==> config.mk <==
export PLATFORM = sky130hd
export DESIGN_NAME = delimited_frame_receiver_top
export DESIGN_NICKNAME = d
export VERILOG_FILES = /design/src/rtl/dfr_pkg.sv /design/src/rtl/dfr_ram.sv /design/src/rtl/delimited_frame_receiver_top.sv
export SDC_FILE = /design/constraint.sdc
export NUM_CORES = 1
export LEC_CHECK = 0
export CAP_MARGIN = 5
export CORE_ASPECT_RATIO = 0.7
export CORE_UTILIZATION = 60
export DETAILED_ROUTE_END_ITERATION = 12
export DONT_BUFFER_PORTS = 1
export PLACE_DENSITY_LB_ADDON = 0.12
export SLEW_MARGIN = 20
export SYNTH_ARGS = -nofsm -noshare
export SYNTH_HDL_FRONTEND = slang
export SYNTH_SLANG_ARGS = --single-unit
==> constraint.sdc <==
create_clock -name clk -period 4.95 [get_ports clk]
set_input_delay 0.99 -clock clk [delete_from_list [all_inputs] [get_ports clk]]
set_output_delay 0.99 -clock clk [all_outputs]
set_load 0.02 [all_outputs]
==> src/rtl/dfr_pkg.sv <==
package dfr_pkg;

	localparam int unsigned FRAME_MAX   = 64;
	localparam int unsigned STORE_DEPTH = FRAME_MAX;
	localparam int unsigned ADDR_W      = $clog2(STORE_DEPTH);
	localparam int unsigned LEN_W       = ADDR_W + 1;
	localparam int unsigned COUNT_W     = 32;

	// '$' fits while the length is below END_LIMIT, a data byte below DATA_LIMIT
	localparam logic [LEN_W-1:0] END_LIMIT  = LEN_W'(FRAME_MAX - 1);
	localparam logic [LEN_W-1:0] DATA_LIMIT = LEN_W'(FRAME_MAX - 2);

	localparam logic [7:0] CH_START = 8'h23;
	localparam logic [7:0] CH_END   = 8'h24;
	localparam logic [7:0] CH_CR    = 8'h0D;
	localparam logic [7:0] CH_LF    = 8'h0A;
	localparam logic [7:0] CH_TAB   = 8'h09;
	localparam logic [7:0] PRINT_LO = 8'h20;
	localparam logic [7:0] PRINT_HI = 8'h7E;

	typedef logic [LEN_W-1:0]   len_t;
	typedef logic [ADDR_W-1:0]  addr_t;
	typedef logic [COUNT_W-1:0] count_t;

	function automatic logic is_kept(input logic [7:0] c);
		logic kept;
		kept = c inside {[PRINT_LO:PRINT_HI], CH_CR, CH_LF, CH_TAB};
		return kept;
	endfunction

endpackage

==> src/rtl/dfr_ram.sv <==
module dfr_ram #(
	parameter int unsigned WIDTH = 8,
	parameter int unsigned DEPTH = 64
) (
	input  logic                     clk,
	input  logic                     wr_en,
	input  logic [$clog2(DEPTH)-1:0] wr_addr,
	input  logic [WIDTH-1:0]         wr_data,
	input  logic                     rd_en,
	input  logic [$clog2(DEPTH)-1:0] rd_addr,
	output logic [WIDTH-1:0]         rd_data
);

	logic [WIDTH-1:0] mem [DEPTH];

	always_ff @(posedge clk) begin
		if (wr_en) begin
			mem[wr_addr] <= wr_data;
		end
		if (rd_en) begin
			rd_data <= mem[rd_addr];
		end
	end

endmodule

==> src/rtl/delimited_frame_receiver_top.sv <==
// Bytes that emit nothing leave in_ready high, so the next byte can be taken straight after.
// An error report is valid in the cycle after the offending byte's transfer.
// After the closing '$' the first frame byte goes through ST_READ (one store read)
// and ST_LOAD and is valid in ST_SEND; each following byte does so after the previous transfer.
// Reset clears length, bad count and control; the store is not cleared and holds
// garbage until written.
module delimited_frame_receiver_top (
	input  logic                  clk,
	input  logic                  arst_n,
	input  logic                  in_valid,
	output logic                  in_ready,
	input  logic [7:0]            rx_byte,
	output logic                  out_valid,
	input  logic                  out_ready,
	output logic [7:0]            frame_byte,
	output logic                  last_of_frame,
	output logic                  error_report,
	output logic [31:0]           bad_frame_count
);
	import dfr_pkg::*;

	localparam logic [1:0] ST_IDLE = 2'd0;
	localparam logic [1:0] ST_READ = 2'd1;
	localparam logic [1:0] ST_LOAD = 2'd2;
	localparam logic [1:0] ST_SEND = 2'd3;

	logic [1:0] state_q;
	len_t       len_q;
	len_t       ptr_q;
	len_t       end_q;
	count_t     bad_q;

	logic       out_valid_q;
	logic [7:0] byte_q;
	logic       last_q;
	logic       err_q;
	count_t     cnt_q;

	logic       wr_en;
	addr_t      wr_addr;
	logic [7:0] wr_data;
	logic       rd_en;
	logic [7:0] rd_data;

	logic       take;
	logic       is_start;
	logic       is_end;
	logic       end_ok;
	logic       data_ok;
	logic       go_bad;
	logic       go_emit;
	len_t       ptr_next;

	assign in_ready = (state_q == ST_IDLE);
	assign take     = in_valid && in_ready;
	assign is_start = (rx_byte == CH_START);
	assign is_end   = (rx_byte == CH_END);
	assign end_ok   = (len_q < END_LIMIT);
	assign data_ok  = (len_q < DATA_LIMIT);
	assign ptr_next = ptr_q + len_t'(1);

	assign go_emit = take && !is_start && (len_q != '0) && is_end && end_ok;
	assign go_bad  = take && !is_start && (len_q != '0) &&
		((is_end && !end_ok) || (!is_end && is_kept(rx_byte) && !data_ok));

	always_comb begin
		wr_en   = 1'b0;
		wr_addr = '0;
		wr_data = rx_byte;
		if (take) begin
			if (is_start) begin
				wr_en = 1'b1;
			end else if (go_emit) begin
				wr_en   = 1'b1;
				wr_addr = len_q[ADDR_W-1:0];
			end else if (len_q != '0 && !is_end && is_kept(rx_byte) && data_ok) begin
				wr_en   = 1'b1;
				wr_addr = len_q[ADDR_W-1:0];
			end
		end
	end

	assign rd_en = (state_q == ST_READ);

	dfr_ram #(
		.WIDTH(8),
		.DEPTH(STORE_DEPTH)
	) u_store (
		.clk    (clk),
		.wr_en  (wr_en),
		.wr_addr(wr_addr),
		.wr_data(wr_data),
		.rd_en  (rd_en),
		.rd_addr(ptr_q[ADDR_W-1:0]),
		.rd_data(rd_data)
	);

	always_ff @(posedge clk or negedge arst_n) begin
		if (!arst_n) begin
			state_q     <= ST_IDLE;
			len_q       <= '0;
			ptr_q       <= '0;
			end_q       <= '0;
			bad_q       <= '0;
			out_valid_q <= 1'b0;
		end else begin
			case (state_q)
				ST_IDLE: begin
					if (take) begin
						if (is_start) begin
							len_q <= len_t'(1);
						end else if (go_emit) begin
							end_q   <= len_q + len_t'(1);
							ptr_q   <= '0;
							len_q   <= '0;
							state_q <= ST_READ;
						end else if (go_bad) begin
							bad_q       <= bad_q + count_t'(1);
							len_q       <= '0;
							out_valid_q <= 1'b1;
							state_q     <= ST_SEND;
						end else if (wr_en) begin
							len_q <= len_q + len_t'(1);
						end
					end
				end
				ST_READ: begin
					state_q <= ST_LOAD;
				end
				ST_LOAD: begin
					ptr_q       <= ptr_next;
					out_valid_q <= 1'b1;
					state_q     <= ST_SEND;
				end
				ST_SEND: begin
					// hold the result until the transfer, then fetch the next byte unless it was the last or an error
					if (out_ready) begin
						out_valid_q <= 1'b0;
						state_q     <= (err_q || last_q) ? ST_IDLE : ST_READ;
					end
				end
				default: begin
					state_q <= ST_IDLE;
				end
			endcase
		end
	end

	always_ff @(posedge clk) begin
		if (state_q == ST_IDLE && go_bad) begin
			byte_q <= '0;
			last_q <= 1'b0;
			err_q  <= 1'b1;
			cnt_q  <= bad_q + count_t'(1);
		end else if (state_q == ST_LOAD) begin
			byte_q <= rd_data;
			last_q <= (ptr_next == end_q);
			err_q  <= 1'b0;
			cnt_q  <= bad_q;
		end
	end

	assign out_valid       = out_valid_q;
	assign frame_byte      = byte_q;
	assign last_of_frame   = last_q;
	assign error_report    = err_q;
	assign bad_frame_count = cnt_q;

endmodule

==> flow_results.org <==
** Finish
- Once layout is complete, the cells apart from fillers number roughly 1900.
- P&R area growth vs syn :: 10.6%
- 0 antenna diodes ended up in the layout.
- At the end of the flow, the number of nets in the layout was 1329.
- Final standard cell utilization of the core :: 0.683
- Fraction of layout cells with a size suffix above 1 :: 0.231

** Power and ir drop
- Overall power of the completed layout :: roughly 14 mW
- The internal power of the cells totals around 10 mW.
- Leakage component of the power :: 9.15 nW
- Pwr dens :: just over 500 mW/mm^2
- Worst IR drop on VDD :: around 0.00032 V
- Of the total power, the share spent switching nets is 0.283.
- Share of power burned in registers :: 0.460
- Logic pwr share :: 0.223
- Switching power :: 3.99 mW
- Fraction of power consumed by the clock network :: 0.317

** Synthesis
- A synthesized cell averages 19.5 sq um.
- Most common cell in the netlist :: edfxtp_1
- Area share of the largest cell type after synthesis :: 0.667
- In the synthesized netlist the async set-or-reset flop fraction comes to 0.0906.
- Synthesized instance count :: ~1300
- The synthesized netlist occupies a cell area of about 0.025 sq mm.
- Commonest cells in the synthesized netlist :: 552 x edfxtp_1, 160 x mux4_2, 64 x nor2_1
- Counting flops with a built-in enable in the synthesized netlist gives about 550.
- Yosys mapped the design onto between 60 and 70 distinct sky130hd cell types.
- Leading area contributor after synthesis :: edfxtp_1
- Of the synthesized area, sequential elements account for 0.732.
- Yosys warning count :: 0
- Cells taking the most area after synthesis :: edfxtp_1 67%, mux4_2 15%, dfrtp_1 5.6%
- Prevailing post-synth register cell :: edfxtp_1
- Counting flops and latches in the post-synthesis netlist gives about 620.

** Setup path
- STA puts the critical path data arrival time at 3.85 ns.
- Data on the critical path is required at its endpoint by 5.16 ns.
- The largest single stage delay on the critical path is 0.78 ns.
- CP Class :: in -> reg
- The worst setup path is launched from a primary input.
- Kind of end point of the critical path :: register
- Critical path cell sequence :: or4b_1, a2111o_1, a21bo_2, nand3_1, nor2_1
- Slowest cell on crit path :: nor2_1
- Maximum fanout encountered on the critical timing path :: 69

** CTS
- Clock-pin slew was measured on the worst setup and hold paths at 0.06 ns.
- The longest clock path from root to sink contains 3 buffers.
- Number of levels in the clock H-tree :: 2
- TritonCTS created 54 clock buffers.
- Worst-skew pair later-pin latency :: between 0.5 and 0.6 ns
- Library cell used as clock root buffer :: clkbuf_16
- TritonCTS built the clock tree.
- After clock tree synthesis, the repair step resized 0 gates.
- Hold repair after CTS inserted 0 buffers.
- The tree built by TritonCTS fans out to approximately 600 sinks.
- Post-CTS setup buffer count :: 0

** Global route
- In this run the most used layer during global routing was met1.
- Entering global routing, the biggest net connects between 70 and 80 pins.
- In the global route stage, met3 resource usage came out at 0.0476.
- The via count of the first global-routing pass was 12100.
- The first global-routing pass estimated just over 80000 microns of wire.
- The initial antenna violation count was 0.
- Total overflow reported by the global router :: 0
- In the global route stage, met2 resource usage came out at 0.372.
- Met1 Track Usage GR :: 0.447
- GR Util All Layers :: 0.268

** Timing
- Measured against its own limit, the worst slew margin works out to 0.287.
- For the pin with the worst max-slew slack, the measured transition is about 1.1 ns.
- Final hold violations :: 0
- For the final database, setup skew stands at between 0.02 and 0.025 ns.
- F_max :: around 270 MHz
- Setup repair after global routing missed its margin :: false
- After layout, the minimum clock period comes to 3.64 ns.
- Number of pins with negative max-slew slack in the final report :: 0
- Setup violations remaining at the end of the flow were counted as 0.
- Post-route fraction of the period consumed by the critical path :: 0.736
- Adding up every negative setup slack in the final design gives 0 ns.

** Placed design
- Input/output buffers :: 0
- Routability-driven placement finished with a final weighted congestion of 0.893.
- Once detailed placement completed, the half-perimeter wirelength came to about 34000 microns.
- Total instance count after detailed placement :: about 1800

** Die
- Count of pins on the block boundary :: between 50 and 60
- Effective utilization at floorplan :: 0.618
- The die is roughly 170 microns tall.
- Horizontal die dimension :: around 250 microns
- The total area inside the core boundary comes to 0.0402 sq mm.
- Standard-cell row count :: between 60 and 70
- Die Area :: 0.0422 sq mm

** Route
- Number of nets with antenna violations after detailed routing :: 0
- Dividing the detail-routed wire length by the instance count gives approximately 29 microns.
- TritonRoute pass-1 iters :: 5
- Vias after detailed routing :: around 12000
- Number of vias per cell after detailed routing :: about 6.6
- Final Routed Wirelength :: 54500 microns
- DRC violations left :: 0
- Iteration-0 DRC count of the detailed router :: 1501

** Min path
- The path class of the tightest hold or removal check is in -> async.

** Outcome
- The flow ran to the end, and the final reports show no timing, DRC or antenna violations.

** Flow run
- Max-cap violations in this run came to 0.
==> layer usage <==
metal,up-vias,wire length (microns)
li1,5211,-
met1,6523,25000
met2,621,23600
met3,63,5060
met4,0,840
met5,-,0
==> layout make-up <==
type	count	area (sq um)
clock buffers	60	1440
clock inverters	42	463
fillers	2496	12700
inverters	15	56.3
multi-input cells	588	6380
flip-flops and latches	618	18200
well taps	535	669
repair buffers	32	290
==> kinds of logic (layout without fill, tap and decap cells) <==
family | count (synthesis) | after routing | synth area share
DFF | 618 | 618 | 0.732
and+or+nand+nor | 252 | 252 | 0.0555
muxes | 170 | 170 | 0.149
buffers and inverters | 77 | 149 | 0.0128
AOI/OAI and AO/OA | 75 | 75 | 0.0202
xor gates and xnor gates | 75 | 75 | 0.0264
adders and majority gates | 8 | 8 | 0.00403
other | 1 | 8 | 0.000151
==> critical path, delay by kind of cell <==
kind	cells	cell delay [ns]
and+or+nand+nor	3	1.93
AOI/OAI and AO/OA	2	0.85
==> final timing paths <==
path,to,cells past startpoint,slack (ns),startpoint
worst max-delay path,u_store.mem[21][5],5,1.31,rx_byte[1]
worst min-delay path,bad_q[8],0,0.10,arst_n
worst max register to register,u_store.mem[21][5],5,1.34,len_q[2]
worst min register to register,frame_byte[0],2,0.48,u_store.rd_data[0]
max in group asynchronous,ptr_q[0],0,4.72,arst_n
min in group clk,frame_byte[0],2,0.48,u_store.rd_data[0]
==> flip-flops by register name, indices dropped and copies added (netlist names) <==
register,count
u_store.mem,512
bad_frame_count,32
bad_q,32
frame_byte,8
u_store.rd_data,8
end_q,7
len_q,7
ptr_q,7
state_q,2
error_report,1
last_of_frame,1
out_valid,1
==> per-stage QoR <==
step | hold slack, ns | instance area (sq um) | worst slack [ns]
after floorplan | 0.456 | 24900 | 1.13
after global placement | 0.469 | 25600 | 0.891
after detailed placement | 0.475 | 25600 | 0.834
after CTS | 0.0717 | 27500 | 1.43
after global routing | 0.0754 | 27500 | 1.14
final | 0.104 | 27500 | 1.31
==> cells in the final DEF (no fill, tap or decap), types with 4 or more instances in the layout <==
| master | count |
|---|---|
| edfxtp_1 | 552 |
| mux4_2 | 160 |
| nor2_1 | 64 |
| clkbuf_16 | 57 |
| dfrtp_1 | 53 |
| nand2_1 | 51 |
| xor2_1 | 46 |
| xnor2_1 | 29 |
| buf_4 | 28 |
| nor3_1 | 27 |
| nand3_1 | 23 |
| a22oi_1 | 17 |
| inv_1 | 15 |
| o21ai_0 | 15 |
| clkinv_2 | 15 |
| a21oi_1 | 13 |
| and3_1 | 11 |
| clkinv_1 | 11 |
| nand4_1 | 10 |
| mux2i_1 | 10 |
| bufinv_16 | 10 |
| dfxtp_1 | 10 |
| nand2b_1 | 9 |
| nor4_2 | 9 |
| or3_1 | 8 |
| ha_1 | 8 |
| conb_1 | 8 |
| nor3_2 | 7 |
| o21ai_1 | 6 |
| clkinvlp_4 | 5 |
| nor2b_1 | 4 |
| and2_1 | 4 |
| a31oi_1 | 4 |
| buf_12 | 4 |
==> power groups by stage <==
stage / Combinational (mW) / Clock [mW] / Sequential (mW)
floorplan: 2.39 / 0 / 6.34
global placement: 3.10 / 0 / 6.59
detailed placement: 3.13 / 0 / 6.60
CTS: 3.14 / 4.53 / 6.49
global route: 3.32 / 4.72 / 6.52
finish: 3.15 / 4.47 / 6.48
No activity file was read; power rests on OpenSTA's default activity.
